===== src/rtl/core/ptv_pkg.sv =====
// ----------------------------------------------------------------------------
// ptv_pkg
// Shared constants and types for the pixel temporal hit vote unit.
// ----------------------------------------------------------------------------
package ptv_pkg;

   // sizing of the per-pixel history store
   localparam int MAX_WINDOW = 16;
   localparam int MAX_PIXELS = 131072;

   localparam int HIST_W  = MAX_WINDOW;
   localparam int CNT_W   = $clog2(MAX_WINDOW + 1);
   localparam int IDX_W   = (MAX_WINDOW > 2) ? $clog2(MAX_WINDOW) : 1;
   localparam int POS_W   = $clog2(MAX_PIXELS);
   localparam int FRAME_W = POS_W + 1;
   localparam int WORD_W  = HIST_W + CNT_W;

   // fixed field widths
   localparam int DIFF_W     = 13;
   localparam int TOTAL_W    = 5;
   localparam int WIN_REG_W  = 5;
   localparam int MIN_REG_W  = 5;
   localparam int FRM_REG_W  = 18;
   localparam int CSR_DATA_W = 32;
   localparam int CSR_ADDR_W = 4;
   localparam int REG_IDX_W  = 2;

   // register map
   localparam logic [REG_IDX_W-1:0] REG_THRESHOLD = 2'd0;
   localparam logic [REG_IDX_W-1:0] REG_WINDOW    = 2'd1;
   localparam logic [REG_IDX_W-1:0] REG_MIN_HITS  = 2'd2;
   localparam logic [REG_IDX_W-1:0] REG_FRAME_LEN = 2'd3;

   // reset values
   localparam logic signed [DIFF_W-1:0] RST_THRESHOLD = 13'sd80;
   localparam logic [WIN_REG_W-1:0]     RST_WINDOW    = 5'd5;
   localparam logic [MIN_REG_W-1:0]     RST_MIN_HITS  = 5'd3;
   localparam logic [FRM_REG_W-1:0]     RST_FRAME_LEN = 18'd81920;

   // effective (clamped) configuration seen by the datapath
   typedef struct packed {
      logic                     clear;
      logic signed [DIFF_W-1:0] threshold;
      logic [CNT_W-1:0]         win_n;
      logic [CNT_W-1:0]         min_m;
      logic [FRAME_W-1:0]       frame_len;
   } cfg_type;

endpackage


===== src/rtl/core/ptv_csr.sv =====
// ----------------------------------------------------------------------------
// ptv_csr
// APB register file; hands clamped settings and a clear strobe to the datapath.
// ----------------------------------------------------------------------------
module ptv_csr (
   input  logic                                clock,
   input  logic                                reset,
   input  logic                                csr_psel,
   input  logic                                csr_penable,
   input  logic                                csr_pwrite,
   input  logic [ptv_pkg::CSR_ADDR_W-1:0]      csr_paddr,
   input  logic [ptv_pkg::CSR_DATA_W-1:0]      csr_pwdata,
   output logic [ptv_pkg::CSR_DATA_W-1:0]      csr_prdata,
   output logic                                csr_pready,
   output ptv_pkg::cfg_type                    cfg
);

   localparam int CntW   = ptv_pkg::CNT_W;
   localparam int FrameW = ptv_pkg::FRAME_W;
   localparam int DataW  = ptv_pkg::CSR_DATA_W;
   localparam int DiffW  = ptv_pkg::DIFF_W;

   logic signed [ptv_pkg::DIFF_W-1:0] thr_ff, thr_in;
   logic [ptv_pkg::WIN_REG_W-1:0]     win_ff, win_in;
   logic [ptv_pkg::MIN_REG_W-1:0]     min_ff, min_in;
   logic [ptv_pkg::FRM_REG_W-1:0]     frame_ff, frame_in;
   logic                              wr_en;
   logic [ptv_pkg::REG_IDX_W-1:0]     reg_idx;
   logic [CntW-1:0]                   win_eff;
   logic [CntW-1:0]                   min_eff;
   logic [FrameW-1:0]                 frame_eff;

   assign csr_pready = 1'b1;
   assign wr_en      = csr_psel & csr_penable & csr_pwrite;
   assign reg_idx    = csr_paddr[ptv_pkg::CSR_ADDR_W-1:2];

   always_comb begin
      thr_in   = thr_ff;
      win_in   = win_ff;
      min_in   = min_ff;
      frame_in = frame_ff;
      if (wr_en) begin
         unique case (reg_idx)
            ptv_pkg::REG_THRESHOLD: thr_in   = csr_pwdata[ptv_pkg::DIFF_W-1:0];
            ptv_pkg::REG_WINDOW:    win_in   = csr_pwdata[ptv_pkg::WIN_REG_W-1:0];
            ptv_pkg::REG_MIN_HITS:  min_in   = csr_pwdata[ptv_pkg::MIN_REG_W-1:0];
            ptv_pkg::REG_FRAME_LEN: frame_in = csr_pwdata[ptv_pkg::FRM_REG_W-1:0];
         endcase
      end
   end

   always_ff @(posedge clock) begin
      if (reset) begin
         thr_ff   <= ptv_pkg::RST_THRESHOLD;
         win_ff   <= ptv_pkg::RST_WINDOW;
         min_ff   <= ptv_pkg::RST_MIN_HITS;
         frame_ff <= ptv_pkg::RST_FRAME_LEN;
      end else begin
         thr_ff   <= thr_in;
         win_ff   <= win_in;
         min_ff   <= min_in;
         frame_ff <= frame_in;
      end
   end

   always_comb begin
      csr_prdata = '0;
      unique case (reg_idx)
         ptv_pkg::REG_THRESHOLD:
            csr_prdata = {{(DataW-DiffW){thr_ff[DiffW-1]}}, thr_ff};
         ptv_pkg::REG_WINDOW:    csr_prdata = DataW'(win_ff);
         ptv_pkg::REG_MIN_HITS:  csr_prdata = DataW'(min_ff);
         ptv_pkg::REG_FRAME_LEN: csr_prdata = DataW'(frame_ff);
      endcase
   end

   // clamp window, minimum hits and frame length into their usable ranges
   always_comb begin
      if (win_ff == '0) begin
         win_eff = CntW'(1);
      end else if (32'(win_ff) > ptv_pkg::MAX_WINDOW) begin
         win_eff = CntW'(ptv_pkg::MAX_WINDOW);
      end else begin
         win_eff = CntW'(win_ff);
      end

      if (min_ff == '0) begin
         min_eff = CntW'(1);
      end else if (32'(min_ff) > 32'(win_eff)) begin
         min_eff = win_eff;
      end else begin
         min_eff = CntW'(min_ff);
      end

      if (frame_ff == '0) begin
         frame_eff = FrameW'(1);
      end else if (32'(frame_ff) > ptv_pkg::MAX_PIXELS) begin
         frame_eff = FrameW'(ptv_pkg::MAX_PIXELS);
      end else begin
         frame_eff = FrameW'(frame_ff);
      end
   end

   assign cfg.clear     = wr_en;
   assign cfg.threshold = thr_ff;
   assign cfg.win_n     = win_eff;
   assign cfg.min_m     = min_eff;
   assign cfg.frame_len = frame_eff;

endmodule


===== config.mk =====
export PLATFORM = sky130hd
export DESIGN_NAME = ptv_csr
export DESIGN_NICKNAME = d
export VERILOG_FILES = /design/src/rtl/core/ptv_pkg.sv /design/src/rtl/core/ptv_csr.sv
export SDC_FILE = /design/constraint.sdc
export NUM_CORES = 1
export LEC_CHECK = 0
export BUFFER_PORTS_ARGS = -buffer_cell sky130_fd_sc_hd__buf_4
export CAP_MARGIN = 20
export CELL_PAD_IN_SITES_DETAIL_PLACEMENT = 0
export CELL_PAD_IN_SITES_GLOBAL_PLACEMENT = 1
export CORE_MARGIN = 5
export CORE_UTILIZATION = 31
export DETAILED_ROUTE_END_ITERATION = 8
export PLACE_DENSITY_LB_ADDON = 0.12
export SLEW_MARGIN = 10
export SYNTH_ARGS = -nofsm -noshare
export SYNTH_HDL_FRONTEND = slang
export SYNTH_SLANG_ARGS = --single-unit

===== constraint.sdc =====
create_clock -name clock -period 2.04 [get_ports clock]
set_input_delay 0 -clock clock [delete_from_list [all_inputs] [get_ports clock]]
set_output_delay 0 -clock clock [all_outputs]
set_load 0.05 [all_outputs]

Yosys cells after proc, flatten, opt, wreduce, memory -nomap -nowiden
Index checks and enable logic that the tools add are counted.
Operators by class
  reduce and logical (&&, ||, !) cells: 8
  eq/ne operators: 3
  bitwise operators: 2
  magnitude comparators: 3
  muxes and demuxes: 7
Operator list (count)
  $pmux 32 s4: 1
  $mux 18: 2
  $mux 5: 4
  $gt 18x18->1 const B: 1
  $logic_not 18->1: 1
  $logic_not 5->1: 2
  $reduce_and 2->1: 4
  $gt 5x5->1: 1
  $gt 5x5->1 const B: 1
  $eq 2x2->1 const B: 2
  $and 1x1->1: 2
  $eq 2x1->1 const B: 1
  $logic_not 2->1: 1
Word-level totals
  input bits: 41
  output and inout bits: 75
  logic and storage cells: 27
  register bits: 41

Longest topological paths before layout
  depth after elaboration: 6
  gate-level depth with buffers: 9

Worst setup path before layout
Ideal clock, no wire load.
  kind: register -> output
  from: register win_ff[1] in the netlist's numbering
  to: output port cfg[19] in the netlist's numbering
  cell stages (with the launch flop): 10
  arrival time: 3.247 ns
  slack: -1.207 ns
  path buffers: 1
  cell sequence: dfxtp_1 -> nor3_1 -> nor2_1 -> nor2_1 -> ha_1 -> inv_1 -> nor2_1 -> or2_0 -> buf_2 -> o31ai_1
RTL lines
  start, declared: RTL line ptv_csr.sv:24  | logic [ptv_pkg::WIN_REG_W-1:0] win_ff, win_in;
  start signal, assigned: RTL line ptv_csr.sv:55  | win_ff <= ptv_pkg::RST_WINDOW;
  start signal, assigned: RTL line ptv_csr.sv:60  | win_ff <= win_in;
  end, declared: RTL line ptv_csr.sv:15  | output ptv_pkg::cfg_type cfg

==> impl_metrics.toml <==
[pwr]
ir_worst_vdd_mv = 0.1967
power.leakage_nw = 1.589
powerDensity_mw_per_mm2 = 487.1

[sta]
tightest_slew_ns = 0.6364
relSlewSlack = 0.5739
fmaxAchievable_mhz = 440.8
post-route-period-util = 1.112
slew_violations = 0
finalCriticalPeriod_ns = 2.269
rsz0062_at_grt = "yes"
hold_violations = 0
skew_ns = 0
final-setup-viol-count = 5
fin_ws_ns = -0.2288

[detailed_routing]
drc = 0
vias_per_cell = 4.652
dr.pass1.iters = 4
vias = 2312
ant_nets = 0
wirelength_um = 7364
drt-initial-drc-count = 63
wl_per_cell_um = 14.82

[setup_path]
cp_max_fo = 5
reg2reg_depth = 3
cp-start-kind = "flop"
worstPathRequired_ns = 2.04
crit_path_end_kind = "output pin"
crit_path_cell_trace = "inv_4, nand2_4, ha_4, nand4_1, o221a_2, or2_4, buf_4, mux2_4, buf_8"
slowest_delay_ns = 0.34
path_class = "reg -> out"
cp.arrival_ns = 2.27
cpMaxStageDelayCell = "dfxtp_2"

[synthesis]
yosysWarnings = 0
synth_common_cells = "nand2_1 (69), dfxtp_1 (41), a21oi_1 (29)"
synth_fa_ha_area_frac = 0.02779
syn_area_mm2 = 0.002251
synth_seq_cells = 41
synth_edf_count = 0
ys_seq_area_frac = 0.3646
syn_avg_cell_area_um2 = 8.010
synth_most_common_cell = "nand2_1"
synth_area_leaders = "dfxtp_1 (36%), nand2_1 (12%), a21oi_1 (6.4%), buf_4 (6.3%), mux4_2 (5.0%)"
async_flop_share = 0
synthMuxAreaShare = 0.08338
synthSimpleGateAreaFrac = 0.2546
synthXorXnorAreaFrac = 0
synth_top_family_by_area = "simple AND/OR/NAND/NOR gates"
synth_compound_area_frac = 0.1656
yosysTopAreaCell = "dfxtp_1"
syn-num-nets = 327
syn_inst = 281
synth_flop_cell = "dfxtp_1"
yosysTopAreaCellShare = 0.3646
yosys.cell_types.count = 35

[placement]
port_buffers = 98
pre_cts_ws_ns = -0.02075
hpwl_um = 5365
placed_area_mm2 = 0.003146
gp_congestion = 0.7741

[min_path]
whs_path_depth = 2
hp-class = "in -> reg"

[clock_network]
cts_root_buffer = "clkbuf_8"
cts_sinks = 41
cts_buffers = 5
cts_max_path_buffers = 2
clk_pin_slew_ns = 0.08
insertion_delay_ns = 0.29
htreeDepth = 2
cts_tree = "done"

[final_layout]
nFillCells = 727
areaGrowthSynthToFinish_pct = 58.03
insertedDiodeCount = 0
drive_gt1_frac = 0.4146
final_area_mm2 = 0.003557
nNetsFinal = 443
final_util = 0.4957

[global_route]
grt_max_degree = 42
first_global_vias = 2252
overflow = 0
grt_usage = 0.1620
grt_pass1_wl_um = 11410
antenna_found_initial = 0

[floorplanning]
die_y_um = 95.21
pin_count = 116
die_x_um = 95.21
core-area_mm2 = 0.007176
initial_core_util = 0.3137
die_area_mm2 = 0.009065
rows = 31

[flow_run]
cap_viol_max_count = 0

[outcome]
status = "complete, but fails checks"
violations = "setup timing"
## per-layer routing
metal | up-vias | share of wire | GRT usage
met5 | - | 0 | 0
met4 | 0 | 0.0088 | 0.03966
met3 | 7 | 0.051 | 0.03157
met2 | 52 | 0.47 | 0.2688
met1 | 1085 | 0.47 | 0.2158
li1 | 1168 | - | -
## worst max-delay path: cells and delay by family, from the launching register on
family / cells / cell delay (ns)
buffers and inverters: 3 / 0.40
adders and majority gates: 1 / 0.26
and+or+nand+nor: 3 / 0.42
muxes: 1 / 0.30
DFF: 1 / 0.34
AOI/OAI and AO/OA: 1 / 0.26
## repair_timing
item	4_1_cts	5_1_grt
buffers inserted	3	3
gates resized for setup	14	10
hold buffers	18	0
hold endpoints to repair	41	0
setup endpoints to repair	5	10
pin swaps	6	3
## final timing paths
| check | from | end | slack (ns) |
|---|---|---|---|
| min reg2reg | thr_ff[9] | thr_ff[9] | 0.47 |
| min | reset | win_ff[4] | 0.13 |
| max | win_ff[4] | cfg[18] | -0.23 |
| max reg2reg | min_ff[1] | min_ff[1] | 1.02 |
## flip-flops by register name, indices dropped and copies added, names as in the netlist
signal	count
frame_ff	18
thr_ff	13
min_ff	5
win_ff	5
## kinds of logic (layout without fill, tap and decap cells)
group | after synthesis | after routing
AND/OR/NAND/NOR | 122 | 122
AO/OA/AOI/OAI | 59 | 59
flip-flops | 41 | 41
buffers and inverters | 41 | 158
multiplexers | 12 | 12
adder cells (fa/ha/maj) | 5 | 5
other | 1 | 1
## per-stage QoR
| stage | std cells | power, mW | hold WS (ns) | setup TNS, ns |
|---|---|---|---|---|
| after detailed placement | 465 | 1.179 | 0.2160 | -0.02951 |
| final | 497 | 1.733 | 0.1340 | -0.9605 |
| after floorplan | 281 | 1.058 | 0.09436 | -0.3384 |
| after global routing | 497 | 1.811 | 0.1622 | -1.430 |
| after global placement | 465 | 1.179 | 0.2127 | -0.1041 |
| after CTS | 494 | 1.748 | 0.1292 | -0.9934 |
## cell usage in the layout (no fill, tap or decap), drive strengths merged
cell type and count:
o31ai 4, ha 5, nor2 13, mux2 1, o211ai 1, clkinv 2, o21ai 6, mux4 5
nor4 3, conb 1, o221a 1, o21ba 1, a21o 6, buf 124, nor3 3, a21oi 29
nand3 2, clkinvlp 1, nand3b 4, nand2 70, or2 1, mux2i 6, dlygate4sd3 18, a211o 3
o22ai 1, and2 8, nand4 1, nor3b 2, nor2b 14, inv 8, dfxtp 41, clkbuf 5
or4 1, a22o 7
## final cells by class
| cell class | instances | area (um^2) | area share |
|---|---|---|---|
| Multi-Input combinational cell | 199 | 1346 | 0.3785 |
| Tap cell | 99 | 123.9 | 0.03482 |
| Clock inverter | 3 | 17.52 | 0.004924 |
| Sequential cell | 41 | 830.8 | 0.2336 |
| Inverter | 8 | 32.53 | 0.009145 |
| Timing Repair Buffer | 142 | 1137 | 0.3197 |
| Clock buffer | 5 | 68.82 | 0.01935 |
## power by group
group | total, mW | switching, mW | leakage [nW] | internal, mW
Combinational | 0.374 | 0.218 | 1.21 | 0.156
Sequential | 0.822 | 0.0129 | 0.333 | 0.809
Clock | 0.537 | 0.300 | 0.0439 | 0.237
Total | 1.73 | 0.531 | 1.59 | 1.20
Power figures use the tool's default switching activity.
